===== config.mk =====
export PLATFORM = sky130hd
export DESIGN_NAME = bitmask_dict_code_decompressor_unit
export DESIGN_NICKNAME = d
export VERILOG_FILES = /design/src/sv/bdc_pkg.sv /design/src/sv/bitmask_dict_code_decompressor_unit.sv /design/src/sv/bdc_dict.sv
export VERILOG_INCLUDE_DIRS = /design/src /design/src/sv
export SDC_FILE = /design/constraint.sdc
export NUM_CORES = 1
export LEC_CHECK = 0
export BUFFER_PORTS_ARGS = -buffer_cell sky130_fd_sc_hd__buf_2
export CAP_MARGIN = 10
export CORE_MARGIN = 10
export CORE_UTILIZATION = 33
export CTS_BUF_LIST = sky130_fd_sc_hd__clkbuf_16
export CTS_CLUSTER_DIAMETER = 150
export DETAILED_ROUTE_END_ITERATION = 10
export SKIP_CTS_REPAIR_TIMING = 1
export SLEW_MARGIN = 20
export SYNTH_ARGS = -nofsm -noshare
export SYNTH_HDL_FRONTEND = slang
export SYNTH_SLANG_ARGS = --single-unit

===== constraint.sdc =====
create_clock -name clk -period 19.1 [get_ports clk]
set_clock_uncertainty 0.15 [all_clocks]
set_input_delay 0.955 -clock clk [delete_from_list [all_inputs] [get_ports clk]]
set_output_delay 0.955 -clock clk [all_outputs]
set_load 0.01 [all_outputs]

===== src/sv/bitmask_dict_code_decompressor_unit_defines.svh =====
// ----------------------------------------------------------------------------
// Assertion macros for the bitmask dictionary decompressor
// Shared concurrent-assertion forms, clocked on clk and disabled in reset.
// ----------------------------------------------------------------------------
`ifndef BITMASK_DICT_CODE_DECOMPRESSOR_UNIT_DEFINES_SVH
`define BITMASK_DICT_CODE_DECOMPRESSOR_UNIT_DEFINES_SVH

// same-cycle implication
`define BDC_ASSERT_NOW(label, ante, cons, msg) \
    label: assert property (@(posedge clk) disable iff (!rst_n) (ante) |-> (cons)) \
        else $error(msg);

// next-cycle implication
`define BDC_ASSERT_NEXT(label, ante, cons, msg) \
    label: assert property (@(posedge clk) disable iff (!rst_n) (ante) |=> (cons)) \
        else $error(msg);

`endif


===== src/sv/bdc_pkg.sv =====
// ----------------------------------------------------------------------------
// bdc_pkg
// Types, constants and token helpers for the bitmask dictionary decompressor.
// ----------------------------------------------------------------------------
package bdc_pkg;

    localparam int DICT_ENTRIES = 16;
    localparam int IDX_W        = 4;
    localparam int WORD_W       = 32;
    localparam int BUF_W        = 42;
    localparam int CNT_W        = 6;
    localparam int REP_W        = 3;
    localparam int LOC_W        = 5;

    typedef enum logic {
        ACT_LOAD = 1'b0,
        ACT_FEED = 1'b1
    } act_t;

    typedef enum logic [2:0] {
        TOK_RAW      = 3'd0,
        TOK_RUN      = 3'd1,
        TOK_MASK     = 3'd2,
        TOK_FLIP1    = 3'd3,
        TOK_FLIP2    = 3'd4,
        TOK_FLIP4    = 3'd5,
        TOK_FLIP_TWO = 3'd6,
        TOK_DIRECT   = 3'd7
    } tok_t;

    typedef enum logic [1:0] {
        ST_IDLE,
        ST_PARSE,
        ST_WORD,
        ST_OUT
    } state_t;

    typedef struct packed {
        logic              we;
        logic [IDX_W-1:0]  waddr;
        logic [WORD_W-1:0] wdata;
        logic              re;
        logic [IDX_W-1:0]  raddr;
    } dict_req_t;

    // total token length including the 3-bit prefix
    function automatic logic [CNT_W-1:0] tok_len(input tok_t t);
        logic [CNT_W-1:0] len;
        case (t)
            TOK_RAW:      len = CNT_W'(35);
            TOK_RUN:      len = CNT_W'(6);
            TOK_MASK:     len = CNT_W'(16);
            TOK_FLIP1:    len = CNT_W'(12);
            TOK_FLIP2:    len = CNT_W'(12);
            TOK_FLIP4:    len = CNT_W'(12);
            TOK_FLIP_TWO: len = CNT_W'(17);
            TOK_DIRECT:   len = CNT_W'(7);
            default:      len = CNT_W'(35);
        endcase
        return len;
    endfunction

    // pattern given top-aligned; location counts from bit 31, low bits fall off
    function automatic logic [WORD_W-1:0] place(input logic [WORD_W-1:0] top_pat,
                                                input logic [LOC_W-1:0] loc);
        return top_pat >> loc;
    endfunction

endpackage


===== src/sv/bitmask_dict_code_decompressor_unit.sv =====
// ----------------------------------------------------------------------------
// bitmask_dict_code_decompressor_unit
// Bitmask dictionary code decompressor: loads dictionary words and turns a
// compressed byte stream into 32-bit words.
// ----------------------------------------------------------------------------
// A load beat (action 0) writes the dictionary. A feed beat
// (action 1) shifts eight bits into a 42-bit buffer, then the sequencer parses
// complete tokens one at a time: a parse state that issues the dictionary read,
// a word state for the registered read data, then one output beat per word
// (a run token gives 1 to 8 beats from the same register). in_ready comes back
// once the last word of a byte has been accepted and the parse state finds no
// further complete token. run_last marks the final word of a byte.
// ----------------------------------------------------------------------------
`include "bitmask_dict_code_decompressor_unit_defines.svh"

module bitmask_dict_code_decompressor_unit (
    input  logic                        clk,
    input  logic                        rst_n,
    input  logic                        in_valid,
    output logic                        in_ready,
    input  logic                        action,
    input  logic [bdc_pkg::IDX_W-1:0]   dict_index,
    input  logic [bdc_pkg::WORD_W-1:0]  dict_word,
    input  logic [7:0]                  stream_byte,
    input  logic                        end_of_stream,
    output logic                        out_valid,
    input  logic                        out_ready,
    output logic [bdc_pkg::WORD_W-1:0]  out_word,
    output logic                        run_last
);

    bdc_pkg::state_t state_reg, state_next;

    logic [bdc_pkg::BUF_W-1:0]  buf_reg, buf_next;
    logic [bdc_pkg::CNT_W-1:0]  cnt_reg, cnt_next;
    logic [bdc_pkg::WORD_W-1:0] prev_reg, prev_next;
    logic                       eos_reg, eos_next;
    logic [bdc_pkg::WORD_W-1:0] tok_word_reg, tok_word_next;
    logic [bdc_pkg::WORD_W-1:0] mask_reg, mask_next;
    logic                       use_dict_reg, use_dict_next;
    logic [bdc_pkg::REP_W-1:0]  rem_reg, rem_next;
    logic [bdc_pkg::WORD_W-1:0] word_reg, word_next;
    logic                       last_reg, last_next;

    bdc_pkg::dict_req_t         dreq;
    logic [bdc_pkg::WORD_W-1:0] drdata;

    logic                       in_acc;
    logic                       out_acc;
    logic [bdc_pkg::BUF_W-1:0]  win;
    logic [bdc_pkg::CNT_W-1:0]  sh;
    bdc_pkg::tok_t              pre;
    logic [bdc_pkg::CNT_W-1:0]  len;
    logic                       complete;
    logic [bdc_pkg::CNT_W:0]    cnt_sum;
    logic [bdc_pkg::LOC_W-1:0]  loc_a;
    logic [bdc_pkg::LOC_W-1:0]  loc_b;
    logic [bdc_pkg::WORD_W-1:0] flip_a;
    logic [bdc_pkg::WORD_W-1:0] flip_b;
    logic [bdc_pkg::WORD_W-1:0] cur_word;

    bdc_dict u_dict (
        .clk   (clk),
        .rst_n (rst_n),
        .req   (dreq),
        .rdata (drdata)
    );

    // token decode at the head of the buffer
    assign sh       = bdc_pkg::CNT_W'(bdc_pkg::BUF_W) - cnt_reg;
    assign win      = buf_reg << sh;
    assign pre      = bdc_pkg::tok_t'(win[41:39]);
    assign len      = bdc_pkg::tok_len(pre);
    assign complete = (cnt_reg >= bdc_pkg::CNT_W'(3)) && (cnt_reg >= len);
    assign loc_a    = win[38:34];
    assign loc_b    = win[33:29];
    assign flip_a   = bdc_pkg::place({1'b1, 31'b0}, loc_a);
    assign flip_b   = bdc_pkg::place({1'b1, 31'b0}, loc_b);
    assign cnt_sum  = {1'b0, cnt_reg} + (bdc_pkg::CNT_W + 1)'(8);
    assign cur_word = use_dict_reg ? (drdata ^ mask_reg) : tok_word_reg;

    assign in_acc  = in_valid && in_ready;
    assign out_acc = out_valid && out_ready;

    // next state
    always_comb
    begin
        state_next = state_reg;
        case (state_reg)
            bdc_pkg::ST_IDLE:
            begin
                if (in_valid && (bdc_pkg::act_t'(action) == bdc_pkg::ACT_FEED))
                begin
                    state_next = bdc_pkg::ST_PARSE;
                end
            end
            bdc_pkg::ST_PARSE:
            begin
                state_next = complete ? bdc_pkg::ST_WORD : bdc_pkg::ST_IDLE;
            end
            bdc_pkg::ST_WORD:
            begin
                state_next = bdc_pkg::ST_OUT;
            end
            bdc_pkg::ST_OUT:
            begin
                if (out_ready && (rem_reg == '0))
                begin
                    state_next = bdc_pkg::ST_PARSE;
                end
            end
            default:
            begin
                state_next = bdc_pkg::ST_IDLE;
            end
        endcase
    end

    // outputs and datapath
    always_comb
    begin
        in_ready      = (state_reg == bdc_pkg::ST_IDLE);
        out_valid     = (state_reg == bdc_pkg::ST_OUT);
        buf_next      = buf_reg;
        cnt_next      = cnt_reg;
        prev_next     = prev_reg;
        eos_next      = eos_reg;
        tok_word_next = tok_word_reg;
        mask_next     = mask_reg;
        use_dict_next = use_dict_reg;
        rem_next      = rem_reg;
        word_next     = word_reg;
        last_next     = last_reg;
        dreq.we       = 1'b0;
        dreq.waddr    = dict_index;
        dreq.wdata    = dict_word;
        dreq.re       = 1'b0;
        dreq.raddr    = win[29:26];
        case (state_reg)
            bdc_pkg::ST_IDLE:
            begin
                if (in_acc)
                begin
                    if (bdc_pkg::act_t'(action) == bdc_pkg::ACT_LOAD)
                    begin
                        dreq.we = 1'b1;
                    end
                    else
                    begin
                        buf_next = {buf_reg[bdc_pkg::BUF_W-9:0], stream_byte};
                        cnt_next = (cnt_sum > (bdc_pkg::CNT_W + 1)'(bdc_pkg::BUF_W))
                                   ? bdc_pkg::CNT_W'(bdc_pkg::BUF_W)
                                   : cnt_sum[bdc_pkg::CNT_W-1:0];
                        eos_next = end_of_stream;
                    end
                end
            end
            bdc_pkg::ST_PARSE:
            begin
                if (complete)
                begin
                    cnt_next      = cnt_reg - len;
                    use_dict_next = 1'b1;
                    rem_next      = '0;
                    mask_next     = '0;
                    tok_word_next = prev_reg;
                    dreq.re       = 1'b1;
                    case (pre)
                        bdc_pkg::TOK_RAW:
                        begin
                            use_dict_next = 1'b0;
                            tok_word_next = win[38:7];
                        end
                        bdc_pkg::TOK_RUN:
                        begin
                            use_dict_next = 1'b0;
                            rem_next      = win[38:36];
                        end
                        bdc_pkg::TOK_MASK:
                        begin
                            mask_next  = bdc_pkg::place({win[33:30], 28'b0}, loc_a);
                            dreq.raddr = win[29:26];
                        end
                        bdc_pkg::TOK_FLIP1:
                        begin
                            mask_next  = flip_a;
                            dreq.raddr = win[33:30];
                        end
                        bdc_pkg::TOK_FLIP2:
                        begin
                            mask_next  = bdc_pkg::place({2'b11, 30'b0}, loc_a);
                            dreq.raddr = win[33:30];
                        end
                        bdc_pkg::TOK_FLIP4:
                        begin
                            mask_next  = bdc_pkg::place({4'hf, 28'b0}, loc_a);
                            dreq.raddr = win[33:30];
                        end
                        bdc_pkg::TOK_FLIP_TWO:
                        begin
                            // equal locations flip the bit once
                            mask_next  = (loc_a == loc_b) ? flip_a : (flip_a ^ flip_b);
                            dreq.raddr = win[28:25];
                        end
                        bdc_pkg::TOK_DIRECT:
                        begin
                            dreq.raddr = win[38:35];
                        end
                        default:
                        begin
                            use_dict_next = 1'b0;
                        end
                    endcase
                end
                else if (eos_reg)
                begin
                    buf_next = '0;
                    cnt_next = '0;
                end
            end
            bdc_pkg::ST_WORD:
            begin
                prev_next = cur_word;
                word_next = cur_word;
                last_next = (rem_reg == '0) && !complete;
            end
            bdc_pkg::ST_OUT:
            begin
                if (out_acc && (rem_reg != '0))
                begin
                    rem_next  = rem_reg - bdc_pkg::REP_W'(1);
                    last_next = (rem_reg == bdc_pkg::REP_W'(1)) && !complete;
                end
            end
            default:
            begin
                buf_next = buf_reg;
            end
        endcase
    end

    always_ff @(posedge clk or negedge rst_n)
    begin
        if (!rst_n)
        begin
            state_reg <= bdc_pkg::ST_IDLE;
            buf_reg   <= '0;
            cnt_reg   <= '0;
            prev_reg  <= '0;
            eos_reg   <= 1'b0;
            rem_reg   <= '0;
        end
        else
        begin
            state_reg <= state_next;
            buf_reg   <= buf_next;
            cnt_reg   <= cnt_next;
            prev_reg  <= prev_next;
            eos_reg   <= eos_next;
            rem_reg   <= rem_next;
        end
    end

    always_ff @(posedge clk)
    begin
        tok_word_reg <= tok_word_next;
        mask_reg     <= mask_next;
        use_dict_reg <= use_dict_next;
        word_reg     <= word_next;
        last_reg     <= last_next;
    end

    assign out_word = word_reg;
    assign run_last = last_reg;

    `BDC_ASSERT_NOW(a_idle_cnt, state_reg == bdc_pkg::ST_IDLE, cnt_reg <= bdc_pkg::CNT_W'(34),
        "leftover bits exceed longest partial token")
    `BDC_ASSERT_NEXT(a_feed_parse, in_acc && (bdc_pkg::act_t'(action) == bdc_pkg::ACT_FEED),
        state_reg == bdc_pkg::ST_PARSE, "fed beat did not start parsing")
    `BDC_ASSERT_NOW(a_word_after_parse, state_reg == bdc_pkg::ST_WORD,
        $past(state_reg) == bdc_pkg::ST_PARSE, "word stage without a parsed token")
    `BDC_ASSERT_NOW(a_last_ends_run, out_acc && run_last, rem_reg == '0,
        "run_last while repeats remain")

endmodule


===== src/sv/bdc_dict.sv =====
// ----------------------------------------------------------------------------
// bdc_dict
// Dictionary memory: one write port, one registered read port. Entries never
// written read as zero through per-entry valid bits cleared by reset.
// ----------------------------------------------------------------------------
module bdc_dict (
    input  logic                       clk,
    input  logic                       rst_n,
    input  bdc_pkg::dict_req_t         req,
    output logic [bdc_pkg::WORD_W-1:0] rdata
);

    localparam int DEPTH = 2 ** bdc_pkg::IDX_W;

    logic [bdc_pkg::WORD_W-1:0] mem [DEPTH];
    logic [DEPTH-1:0]           vld_reg;
    logic [bdc_pkg::WORD_W-1:0] rdata_reg;
    logic                       rvld_reg;
    logic                       w_in_range;
    logic                       r_in_range;

    assign w_in_range = {1'b0, req.waddr} < (bdc_pkg::IDX_W + 1)'(bdc_pkg::DICT_ENTRIES);
    assign r_in_range = {1'b0, req.raddr} < (bdc_pkg::IDX_W + 1)'(bdc_pkg::DICT_ENTRIES);

    always_ff @(posedge clk)
    begin
        if (req.we && w_in_range)
        begin
            mem[req.waddr] <= req.wdata;
        end
        if (req.re)
        begin
            rdata_reg <= mem[req.raddr];
        end
    end

    always_ff @(posedge clk or negedge rst_n)
    begin
        if (!rst_n)
        begin
            vld_reg  <= '0;
            rvld_reg <= 1'b0;
        end
        else
        begin
            if (req.we && w_in_range)
            begin
                vld_reg[req.waddr] <= 1'b1;
            end
            if (req.re)
            begin
                rvld_reg <= r_in_range && vld_reg[req.raddr];
            end
        end
    end

    assign rdata = rvld_reg ? rdata_reg : '0;

endmodule

==> results.sh <==
export IMPL_grt_usage=0.162
export IMPL_critPathMaxStageDelay_ps=890
export IMPL_syn_cell_area_um2=34200
export IMPL_drc_errors=0
export IMPL_rsz0062_at_grt="no"
export IMPL_ys_async_sr_fraction=0.138
export IMPL_io_buffer_count=84
export IMPL_fp_dieW_um=342
export IMPL_cap_violations=0
export IMPL_required_ps=19320
export IMPL_ys_seq_area_frac=0.639
export IMPL_wl_per_cell_um=24.0
export IMPL_tns_ps=0
export IMPL_dieArea_um2=117000
export IMPL_drt_iter0_drc=2179
export IMPL_intPower_mw=3.73
export IMPL_antenna_found_initial=6
export IMPL_place_hpwl_um=56900
export IMPL_dr_pass1_iters=6
export IMPL_synth_compound_area_frac=0.136
export IMPL_ioPinCount=85
export IMPL_path_class="reg -> reg"
export IMPL_sequentialPowerShare=0.361
export IMPL_synth_adder_area_share=0.00753
export IMPL_drive_above_1_share=0.159
export IMPL_drtAntennaViolNets=0
export IMPL_gr_total_overflow=0
export IMPL_setup_viol=0
export IMPL_ys_seq_elements=745
export IMPL_reg2regPathDepth=31
export IMPL_finalPower_mw=6.31
export IMPL_fmax_ghz=0.0834
export IMPL_switchingPower_mw=2.58
export IMPL_rows=118
export IMPL_synth_mux_area_frac=0.0785
export IMPL_max_slew_margin=0.224
export IMPL_vdd_drop_max_v=0.000168
export IMPL_syn_avg_cell_area_um2=13.3
export IMPL_outcome="complete, no violations"
export IMPL_ys_flop_type="edfxtp_1"
export IMPL_yosysMostFrequentCell="edfxtp_1"
export IMPL_finalMaxSlewViolations=0
export IMPL_area_growth_pct=12.9
export IMPL_path_clk_slew_ps=60
export IMPL_coreArea_um2=103000
export IMPL_crit_path_top_delay_cell="nand3_4"
export IMPL_worst_slew_pin_slew_ps=1160
export IMPL_n_antenna_cell=0
export IMPL_worst_r2r_startpoint="cnt_reg[0]"
export IMPL_gp_congestion=0.934
export IMPL_largest_reg_flops=512
export IMPL_post_route_min_period_ps=11980
export IMPL_synth_simple_gate_area_share=0.0952
export IMPL_die_h_um=342
export IMPL_p_leak_nw=13.0
export IMPL_drt_wl_total_um=97200
export IMPL_synth_common_cells="edfxtp_1, nand2_1, nor2_1"
export IMPL_start_kind="flop"
export IMPL_ys_top_cells_by_area="edfxtp_1, dfrtp_1, nand2_1, mux2i_1, mux4_2"
export IMPL_cts_buffer_depth=3
export IMPL_clkLatencyLatePin_ps=630
export IMPL_viasPerCell=5.52
export IMPL_syn_num_nets=2639
export IMPL_p_clk_frac=0.233
export IMPL_via_count=22300
export IMPL_cts_sinks=745
export IMPL_numCtsBuffers=79
export IMPL_instances_no_fill=4043
export IMPL_r2r_slack_ps=7120
export IMPL_placed_cells=3900
export IMPL_hold_class="in -> async"
export IMPL_cts_tree="done"
export IMPL_ys_types=86
export IMPL_synth_top_family_by_area="compound AO/OA/AOI/OAI gates"
export IMPL_cp_end_kind="flop"
export IMPL_pwr_density_cell_nw_per_um2=163
export IMPL_synth_edf_count=642
export IMPL_r2r_end="u_dict.rdata_reg[8]"
export IMPL_grt_pass1_vias=21700
export IMPL_crit_fanout=77
export IMPL_grt_pass1_wl_um=146000
export IMPL_netlist_instances=2569
export IMPL_timing_final_crit_share=0.627
export IMPL_start_util=0.332
export IMPL_grt_max_degree=230
export IMPL_synth_top_cell_area_share=0.563
export IMPL_htreeDepth=3
export IMPL_fin_hold_ws_ps=227
export IMPL_nets=2671
export IMPL_cp_arrival_ps=12200
export IMPL_synth_xor_area_frac=0.0120
export IMPL_cp_common_cell="buf_4"
export IMPL_clock_root_buffer="clkbuf_16"
export IMPL_yosysTopAreaCell="edfxtp_1"
export IMPL_hold_violations=0
export IMPL_synth_warnings=0
export IMPL_p_comb_frac=0.406
export IMPL_swShare=0.409
==> cells in the final DEF, fill, tap and decap left out, types with 35 or more instances in the layout <==
master and n:
mux2_2 66, a21oi_1 74, mux4_2 35, clkbuf_16 81, buf_2 83, nand2_1 312, edfxtp_1 642, a22o_1 42
inv_1 61, nor2_1 106, a211oi_1 103, nand4_1 37, and2_1 67, dfrtp_1 101, or4_1 35, a221oi_1 68
mux2i_1 111, o21ai_0 52, a311oi_1 66, buf_4 58
==> cells by family (layout without fill, tap and decap cells) <==
family	Yosys count	in the layout
AND/OR/NAND/NOR	694	694
AO/OA/AOI/OAI	603	603
XOR/XNOR	46	46
flip-flops	745	745
multiplexers	216	216
buffers and inverters	245	339
adder cells (fa/ha/maj)	20	20
==> critical path, delay by kind of cell (launching register included) <==
family / cells / cell delay [ps]
AOI/OAI and AO/OA: 8 / 1650
adders and majority gates: 3 / 1160
buffers and inverters: 10 / 4780
DFF: 1 / 330
muxes: 3 / 930
and+or+nand+nor: 7 / 2560
==> cell type report <==
class | count | area (um2)
Clock buffer | 81 | 2030
Clock inverter | 62 | 454
Fill cell | 9794 | 64600
Inverter | 53 | 201
Multi-Input combinational cell | 1579 | 11500
Sequential cell | 745 | 21900
Tap cell | 1380 | 1730
Timing Repair Buffer | 143 | 891
==> routing by layer <==
layer,part of all wire,routed length [um],global-route usage,vias to the layer above
li1,-,-,-,10100
met1,0.44,42400,0.221,11300
met2,0.48,46200,0.262,750
met3,0.061,5960,0.0274,161
met4,0.026,2480,0.0458,10
met5,0.00067,65,0,-
==> power groups by stage <==
stage                     Sequential, mW  Combinational [mW]  Clock, mW
after CTS                           2.27                2.55       1.50
final                               2.27                2.56       1.47
after floorplan                     2.24                1.76          0
after global routing                2.29                2.79       1.56
after detailed placement            2.30                2.54          0
after global placement              2.30                2.53          0
==> worst max-delay path by stage <==
stage / startpoint / to / slack [ps] / cells after the start
floorplan: cnt_reg[0] / u_dict.rdata_reg[26] / 10090 / 37
global placement: cnt_reg[0] / u_dict.rdata_reg[5] / 7490 / 31
detailed placement: cnt_reg[0] / u_dict.rdata_reg[3] / 7160 / 31
CTS: cnt_reg[0] / u_dict.rdata_reg[3] / 7170 / 31
global route: cnt_reg[0] / u_dict.rdata_reg[10] / 6180 / 31
finish: cnt_reg[0] / u_dict.rdata_reg[8] / 7120 / 31
==> through the flow <==
step	instance area (um2)	setup WS, ps	util
4_1_cts	38600	7170	0.374
2_1_floorplan	34200	10090	-
6_report	38600	7120	0.374
5_1_grt	38600	6180	0.374
3_3_place_gp	36200	7490	0.350
3_5_place_dp	36200	7160	0.350
(Power assumes the default switching activity.)
